File: src/nbra_pkg.sv
// Shared widths, types and constants of the neighbour box run averager.
package nbra_pkg;

   localparam int COORD_BITS    = 12;
   localparam int MAX_RUN       = 4096;
   localparam int NUM_FIELDS    = 4;
   localparam int DIST_BITS     = 12;
   localparam int SIZE_BITS     = 13;
   localparam int SUM_BITS      = COORD_BITS + $clog2(MAX_RUN);
   localparam int CNT_BITS      = $clog2(MAX_RUN + 1);
   localparam int STEP_BITS     = $clog2(SUM_BITS);
   localparam int REQ_DATA_BITS = (NUM_FIELDS * COORD_BITS + 7) / 8 * 8;
   localparam int RSP_DATA_BITS = (NUM_FIELDS * COORD_BITS + SIZE_BITS + 7) / 8 * 8;

   localparam logic [DIST_BITS-1:0] DIST_RESET = DIST_BITS'(150);

   typedef logic [NUM_FIELDS-1:0][COORD_BITS-1:0] box_type;

   typedef struct packed {
      logic [NUM_FIELDS-1:0][SUM_BITS-1:0] sum;
      logic [CNT_BITS-1:0]                 count;
   } close_type;

   typedef struct packed {
      box_type              mean;
      logic [SIZE_BITS-1:0] size;
   } result_type;

endpackage

File: src/neighbor_box_run_averager_top.sv
// Top level of the neighbour box run averager: ports, distance register, result register.
//
//   channel | dir | handshake               | content
//   req_    | in  | req_tvalid / req_tready | tuser start_frame, tdata box x,y,width,height
//   rsp_    | out | rsp_tvalid / rsp_tready | tdata mean x,y,width,height, run size
//   csr_    | in  | csr_we                  | csr_wdata neighbour distance
//
// A box that joins or opens a run is taken at once; boxes may follow back to back.
// A box that closes a run starts the bit-serial divider: req_tready drops while it works
// through the 24-bit sums bit by bit and then hands the quotient over, longer if the
// result register is still full. The divider shares one shift step over all four fields.
// Synchronous active-high reset empties the run and sets the distance to 150.
// A result waits in the output register until taken; boxes enter while the divider idles.
module neighbor_box_run_averager_top
   import nbra_pkg::*;
(
   input  logic                     clock,
   input  logic                     reset,
   input  logic                     req_tvalid,
   output logic                     req_tready,
   input  logic                     req_tuser,  // start_frame
   input  logic [REQ_DATA_BITS-1:0] req_tdata,  // box_x, box_y, box_width, box_height
   output logic                     rsp_tvalid,
   input  logic                     rsp_tready,
   output logic [RSP_DATA_BITS-1:0] rsp_tdata,  // mean_x, mean_y, mean_width, mean_height,
                                                // run_size, zero fill
   input  logic                     csr_we,
   input  logic [DIST_BITS-1:0]     csr_wdata   // neighbor_distance
);

   logic [DIST_BITS-1:0] dist_ff, dist_in;
   logic                 rsp_valid_ff, rsp_valid_in;
   result_type           rsp_data_ff, rsp_data_in;

   logic       in_take;
   box_type    box;
   logic       close_valid;
   close_type  close;
   logic       div_busy;
   logic       done_valid;
   logic       done_take;
   result_type done;

   // box fields sit lowest first in the transfer
   always_comb begin
      for (int i = 0; i < NUM_FIELDS; i++) begin
         box[i] = req_tdata[i*COORD_BITS +: COORD_BITS];
      end
   end

   // no boxes are taken while a closed run is being divided
   assign req_tready = !div_busy;
   assign in_take    = req_tvalid && req_tready;

   nbra_accum u_accum (
      .clock       (clock),
      .reset       (reset),
      .in_take     (in_take),
      .start_frame (req_tuser),
      .box         (box),
      .distance    (dist_ff),
      .close_valid (close_valid),
      .close       (close)
   );

   nbra_divider u_divider (
      .clock      (clock),
      .reset      (reset),
      .start      (close_valid),
      .close      (close),
      .busy       (div_busy),
      .done_valid (done_valid),
      .done_take  (done_take),
      .done       (done)
   );

   // hand the quotient over when the output register is free or draining
   assign done_take = done_valid && (!rsp_valid_ff || rsp_tready);

   always_comb begin
      dist_in      = csr_we ? csr_wdata : dist_ff;
      rsp_valid_in = rsp_valid_ff;
      rsp_data_in  = rsp_data_ff;
      if (rsp_valid_ff && rsp_tready) begin
         rsp_valid_in = 1'b0;
      end
      if (done_take) begin
         rsp_valid_in = 1'b1;
         rsp_data_in  = done;
      end
   end

   always_ff @(posedge clock) begin
      if (reset) begin
         dist_ff      <= DIST_RESET;
         rsp_valid_ff <= 1'b0;
      end else begin
         dist_ff      <= dist_in;
         rsp_valid_ff <= rsp_valid_in;
      end
   end

   always_ff @(posedge clock) begin
      rsp_data_ff <= rsp_data_in;
   end

   assign rsp_tvalid = rsp_valid_ff;

   always_comb begin
      rsp_tdata = '0;
      for (int i = 0; i < NUM_FIELDS; i++) begin
         rsp_tdata[i*COORD_BITS +: COORD_BITS] = rsp_data_ff.mean[i];
      end
      rsp_tdata[NUM_FIELDS*COORD_BITS +: SIZE_BITS] = rsp_data_ff.size;
   end

endmodule

File: src/nbra_accum.sv
// Run tracker: neighbour test, running sums and run close detection.
module nbra_accum
   import nbra_pkg::*;
(
   input  logic                 clock,
   input  logic                 reset,
   input  logic                 in_take,
   input  logic                 start_frame,
   input  box_type              box,
   input  logic [DIST_BITS-1:0] distance,
   output logic                 close_valid,
   output close_type            close
);

   logic                                run_open_ff, run_open_in;
   box_type                             prev_ff, prev_in;
   logic [NUM_FIELDS-1:0][SUM_BITS-1:0] sum_ff, sum_in;
   logic [CNT_BITS-1:0]                 count_ff, count_in;
   logic [NUM_FIELDS-1:0]               field_near;
   logic                                near;
   logic                                fresh;

   always_comb begin
      for (int i = 0; i < NUM_FIELDS; i++) begin
         logic [COORD_BITS-1:0] diff;
         diff = (prev_ff[i] >= box[i]) ? prev_ff[i] - box[i] : box[i] - prev_ff[i];
         field_near[i] = diff < distance;
      end
   end

   assign fresh = start_frame || !run_open_ff;
   assign near  = (&field_near) && (count_ff < CNT_BITS'(MAX_RUN));

   always_comb begin
      run_open_in = run_open_ff;
      prev_in     = prev_ff;
      sum_in      = sum_ff;
      count_in    = count_ff;
      close_valid = 1'b0;
      close.sum   = sum_ff;
      close.count = count_ff;
      if (in_take) begin
         prev_in     = box;
         run_open_in = 1'b1;
         if (!fresh && near) begin
            for (int i = 0; i < NUM_FIELDS; i++) begin
               sum_in[i] = sum_ff[i] + SUM_BITS'(box[i]);
            end
            count_in = count_ff + CNT_BITS'(1);
         end else begin
            close_valid = !fresh;
            for (int i = 0; i < NUM_FIELDS; i++) begin
               sum_in[i] = SUM_BITS'(box[i]);
            end
            count_in = CNT_BITS'(1);
         end
      end
   end

   always_ff @(posedge clock) begin
      if (reset) begin
         run_open_ff <= 1'b0;
         prev_ff     <= '0;
         sum_ff      <= '0;
         count_ff    <= '0;
      end else begin
         run_open_ff <= run_open_in;
         prev_ff     <= prev_in;
         sum_ff      <= sum_in;
         count_ff    <= count_in;
      end
   end

endmodule

File: src/nbra_divider.sv
// Bit-serial restoring divider: four run sums by the run count, one quotient bit a cycle.
module nbra_divider
   import nbra_pkg::*;
(
   input  logic       clock,
   input  logic       reset,
   input  logic       start,
   input  close_type  close,
   output logic       busy,
   output logic       done_valid,
   input  logic       done_take,
   output result_type done
);

   localparam logic [1:0] ST_IDLE = 2'd0;
   localparam logic [1:0] ST_RUN  = 2'd1;
   localparam logic [1:0] ST_HOLD = 2'd2;

   logic [1:0]                          state_ff, state_in;
   logic [STEP_BITS-1:0]                step_ff, step_in;
   logic [CNT_BITS-1:0]                 divisor_ff, divisor_in;
   logic [NUM_FIELDS-1:0][SUM_BITS-1:0] quo_ff, quo_in;
   logic [NUM_FIELDS-1:0][CNT_BITS-1:0] rem_ff, rem_in;

   always_comb begin
      state_in   = state_ff;
      step_in    = step_ff;
      divisor_in = divisor_ff;
      quo_in     = quo_ff;
      rem_in     = rem_ff;
      unique case (state_ff)
         ST_IDLE: begin
            if (start) begin
               state_in   = ST_RUN;
               step_in    = '0;
               divisor_in = close.count;
               quo_in     = close.sum;
               rem_in     = '0;
            end
         end
         ST_RUN: begin
            for (int i = 0; i < NUM_FIELDS; i++) begin
               logic [CNT_BITS:0] trial;
               logic              ge;
               trial     = {rem_ff[i], quo_ff[i][SUM_BITS-1]};
               ge        = trial >= {1'b0, divisor_ff};
               rem_in[i] = ge ? CNT_BITS'(trial - {1'b0, divisor_ff}) : trial[CNT_BITS-1:0];
               quo_in[i] = {quo_ff[i][SUM_BITS-2:0], ge};
            end
            step_in = step_ff + STEP_BITS'(1);
            if (step_ff == STEP_BITS'(SUM_BITS - 1)) begin
               state_in = ST_HOLD;
            end
         end
         ST_HOLD: begin
            if (done_take) begin
               state_in = ST_IDLE;
            end
         end
         default: begin
            state_in = ST_IDLE;
         end
      endcase
   end

   assign busy       = state_ff != ST_IDLE;
   assign done_valid = state_ff == ST_HOLD;

   always_comb begin
      for (int i = 0; i < NUM_FIELDS; i++) begin
         done.mean[i] = quo_ff[i][COORD_BITS-1:0];
      end
      done.size = SIZE_BITS'(divisor_ff);
   end

   always_ff @(posedge clock) begin
      if (reset) begin
         state_ff <= ST_IDLE;
      end else begin
         state_ff <= state_in;
      end
   end

   always_ff @(posedge clock) begin
      step_ff    <= step_in;
      divisor_ff <= divisor_in;
      quo_ff     <= quo_in;
      rem_ff     <= rem_in;
   end

endmodule

File: config.mk
export PLATFORM = sky130hd
export DESIGN_NAME = neighbor_box_run_averager_top
export DESIGN_NICKNAME = d
export VERILOG_FILES = /design/src/nbra_pkg.sv /design/src/neighbor_box_run_averager_top.sv /design/src/nbra_accum.sv /design/src/nbra_divider.sv
export SDC_FILE = /design/constraint.sdc
export NUM_CORES = 1
export LEC_CHECK = 0
export BUFFER_PORTS_ARGS = -buffer_cell sky130_fd_sc_hd__buf_4
export CORE_UTILIZATION = 55
export CTS_BUF_LIST = sky130_fd_sc_hd__clkbuf_16
export CTS_CLUSTER_DIAMETER = 200
export CTS_CLUSTER_SIZE = 10
export DETAILED_ROUTE_END_ITERATION = 10
export GPL_TIMING_DRIVEN = 0
export PLACE_DENSITY = 0.79
export SLEW_MARGIN = 20
export SYNTH_ARGS = -nofsm -noshare
export SYNTH_HDL_FRONTEND = slang
export SYNTH_HIERARCHICAL = 1
export SYNTH_SLANG_ARGS = --single-unit
File: constraint.sdc
create_clock -name clock -period 34.1 [get_ports clock]
set_clock_uncertainty 0.1 [all_clocks]
set_input_delay 6.82 -clock clock [delete_from_list [all_inputs] [get_ports clock]]
set_output_delay 6.82 -clock clock [all_outputs]
set_load 0.005 [all_outputs]
==> flow_summary.yaml <==
power:
  power.leakage_nw: 12.45
  powerDensity_nw_per_um2: 44.00
  pwr-share-seq_pct: 42.9
  p_total_mw: 1.283
  p_int_mw: 0.9033
  clkPwrFrac_pct: 34.0
  switching_power_mw: 0.3802
  p_comb_share_pct: 23.1
  vdd_drop_max_mv: 0.04612
  netSwitchingFraction_pct: 29.62
critical_path:
  worstPathMaxFanout: 25
  crit_path_max_incr_delay_ns: 0.64
  startpoint_type: "input port"
  required_ns: 34.26
  endpoint_kind: "register"
  path_class: "input port to register"
  critPathBufInv: 9
  path_cells: "buf_4 > inv_1 > ha_1 > clkbuf_1 > a21o_1 > nand4_1 > a31oi_1 > a41o_1 > buf_2 > buf_2 > mux2i_1 > xnor2_1 > ha_1 > nand4_1 > nor3_1 > nor4_1 > o2111ai_1 > o211a_1 > inv_1 > o21ai_4 > buf_16 > buf_16 > buf_16"
  crit_top_cell: "buf_16"
  cp_slowest_cell: "o21ai_4"
  crit_arrival_ns: 12.02
  crit_family: "compound AO/OA/AOI/OAI gates"
synthesis:
  synth-edff-count: 227
  syn_area_sq_um: 25910
  ys_seq_elements: 400
  postSynth.asyncResetShare_pct: 0
  avgSynthCellArea_sq_um: 9.264
  synth_cell_types: 79
  synth_ff_type: "edfxtp_1"
  synth.yosys.seq_area_share_pct: 39.67
  ys_warn_count: 6
  netlist_instances: 2797
cts:
  clock_latency_ns: 0.58
  root_buffer: "clkbuf_16"
  cts.sinks: 400
  tritoncts: "yes"
  htreeDepth: 2
  ctsResizeCount: 0
  clk_path_buf_depth: 3
  postCtsSetupBuffers: 0
  numCtsBuffers: 45
  holdBufCountCts: 0
  clk_pin_slew_ns: 0.06
die:
  die_h_microns: 219.1
  dieArea_sq_um: 47990
  rows: 79
  start_util_pct: 55.66
  pin_count: 132
  die_x_microns: 219.1
  core_area_sq_um: 46560
sta:
  setup_tns_ns: 0
  tightest_slew_ns: 0.9791
  finalSetupViolCount: 0
  maxSlewHeadroom_pct: 34.17
  timing.final.crit_share_pct: 34.78
  drv_slew: 0
  rsz0062_at_grt: "no"
  period_minus_slack_ns: 11.86
  final_hold_viol_count: 0
  max_freq_mhz: 84.31
  fin_ws_ns: 22.24
route:
  initialDrtViolationCount: 1454
  dr.pass1.iters: 5
  wire_per_inst_microns: 18.47
  viasPerCell: 5.865
  ant_nets: 0
  routed_wl_mm: 66.85
  vias: 21230
  remaining_drc_errors: 0
global_routing:
  grt_pass1_wl_mm: 105.4
  grt_use_total_pct: 27.70
  grt_max_degree: 48
  antenna_found_initial: 1
  grt_overflow: 0
  grt_pass1_vias: 20590
flow_run:
  maxCapViolations: 0
layout:
  final_area_sq_um: 29170
  drive_above_1_share_pct: 9.997
  nNetsFinal: 3301
  ff_latch_area_sq_um: 10280
  multi_input_area_sq_um: 14080
  utilization_pct: 62.65
  syn2layout_area_growth_pct: 12.56
  nFillCells: 3745
placed_design:
  hpwl_mm: 50.66
  place_area_sq_um: 27870
  place_ws_ns: 21.78
  globalplace.congestion: 0.9583
  io_buffer_count: 127
worst_hold_path:
  min_path_type: "register to register"
outcome:
  status: "finished clean"
==> layout make-up <==
type                    instances  share of cell area [%]
diodes                          2                 0.01716
plain buffers                 163                   3.239
clock buffers                  47                   4.032
clock inverters                30                  0.4032
inverters                     169                   2.175
multi-input cells            2067                   48.26
flip-flops and latches        400                   35.24
well taps                     607                   2.604
repair buffers                135                   4.024
==> metal layers <==
layer | track usage [%] | vias up | wire (microns)
met5 | 0 | - | 0
met3 | 4.103 | 138 | 3654
met1 | 34.61 | 10220 | 28590
met4 | 11.88 | 0 | 2666
met2 | 47.50 | 683 | 31950
li1 | - | 10190 | -
==> power groups by stage <==
stage          Sequential [mW]  Combinational, mW  Clock [mW]
5_1_grt                  0.552              0.328       0.463
6_report                 0.550              0.297       0.436
3_5_place_dp             0.560              0.291           0
4_1_cts                  0.550              0.294       0.445
3_3_place_gp             0.569              0.276           0
2_1_floorplan            0.561              0.213           0
==> synth_stat cells, types with 11 or more instances <==
library cell	n	area share, %
a21o_1	43	1.2
o211ai_1	12	0.35
nor3_1	45	0.87
inv_1	169	2.4
o31ai_1	14	0.41
nor2b_1	37	0.89
o21bai_1	15	0.43
buf_2	14	0.27
nand2_1	405	5.9
nand2b_1	19	0.46
and3_1	22	0.53
o21a_1	24	0.70
ha_1	238	11
xor2_1	77	2.6
mux2i_1	151	5.8
xnor2_1	81	2.7
nor4_1	11	0.27
a31oi_1	21	0.51
clkbuf_1	67	0.97
or2_2	16	0.39
nor2_1	278	4.0
a21oi_1	143	2.8
nand3_1	56	1.1
edfxtp_1	227	26
nand4_1	30	0.72
buf_4	52	1.5
o31a_1	11	0.37
buf_1	17	0.25
or3_1	21	0.51
fa_1	16	1.2
a211oi_1	61	1.8
dfxtp_1	173	13
o21ai_0	75	1.4
==> final timing paths <==
| path | to | startpoint | slack (ns) | cells after the start |
|---|---|---|---|---|
| setup reg to reg | u_divider/done[33] | u_accum/prev_ff[36] | 28.30 | 23 |
| hold reg to reg | rsp_tdata[51] | u_divider/divisor_ff[3] | 0.34 | 0 |
| setup / recovery | u_divider/done[33] | req_tdata[2] | 22.24 | 23 |
| hold / removal | rsp_tdata[51] | u_divider/divisor_ff[3] | 0.34 | 0 |
==> per-stage QoR <==
step                cells  hold slack (ns)
detailed placement   3541           0.3354
global route         3619           0.3579
CTS                  3618           0.3449
global placement     3533           0.3363
floorplan            2799           0.3264
finish               3620           0.3425
==> state kept, by name (all words and copies together) (netlist names) <==
name,count
u_accum/close,96
u_divider/step_ff,5
u_accum/run_open_ff,1
rsp_tdata,61
u_divider/state_ff,2
u_accum/prev_ff,48
u_divider/divisor_ff,13
dist_ff,12
u_divider/quo_ff,48
u_accum/count_ff,13
u_divider/rem_ff,52
rsp_tvalid,1
u_divider/done,48
==> logic make-up (layout without fill, tap and decap cells) <==
logic type               after synthesis  after routing  share of synthesized area (%)
adder cells (fa/ha/maj)              254            254                          12.73
AND/OR/NAND/NOR                      978            978                          16.74
XOR/XNOR                             158            158                          5.340
multiplexers                         160            160                          6.224
buffers and inverters                332            544                          6.094
flip-flops                           400            400                          39.67
other                                  1              5                        0.01447
AO/OA/AOI/OAI                        514            514                          13.19
==> placed cells by master (no fill, tap or decap), drive strengths merged, types with 10 or more instances in the layout <==
master / instances
a211o: 11
a211oi: 64
a21o: 43
a21oi: 143
a31oi: 21
and2: 10
and3: 22
and4: 10
buf: 230
clkbuf: 115
dfxtp: 173
edfxtp: 227
fa: 16
ha: 238
inv: 199
mux2i: 151
nand2: 405
nand2b: 19
nand3: 57
nand4: 30
nor2: 280
nor2b: 37
nor3: 46
nor4: 11
o211ai: 12
o21a: 24
o21ai: 80
o21bai: 15
o22ai: 10
o31a: 11
o31ai: 14
or2: 17
or3: 21
xnor2: 81
xor2: 77
Note: power is estimated with default switching activity, not from simulation.
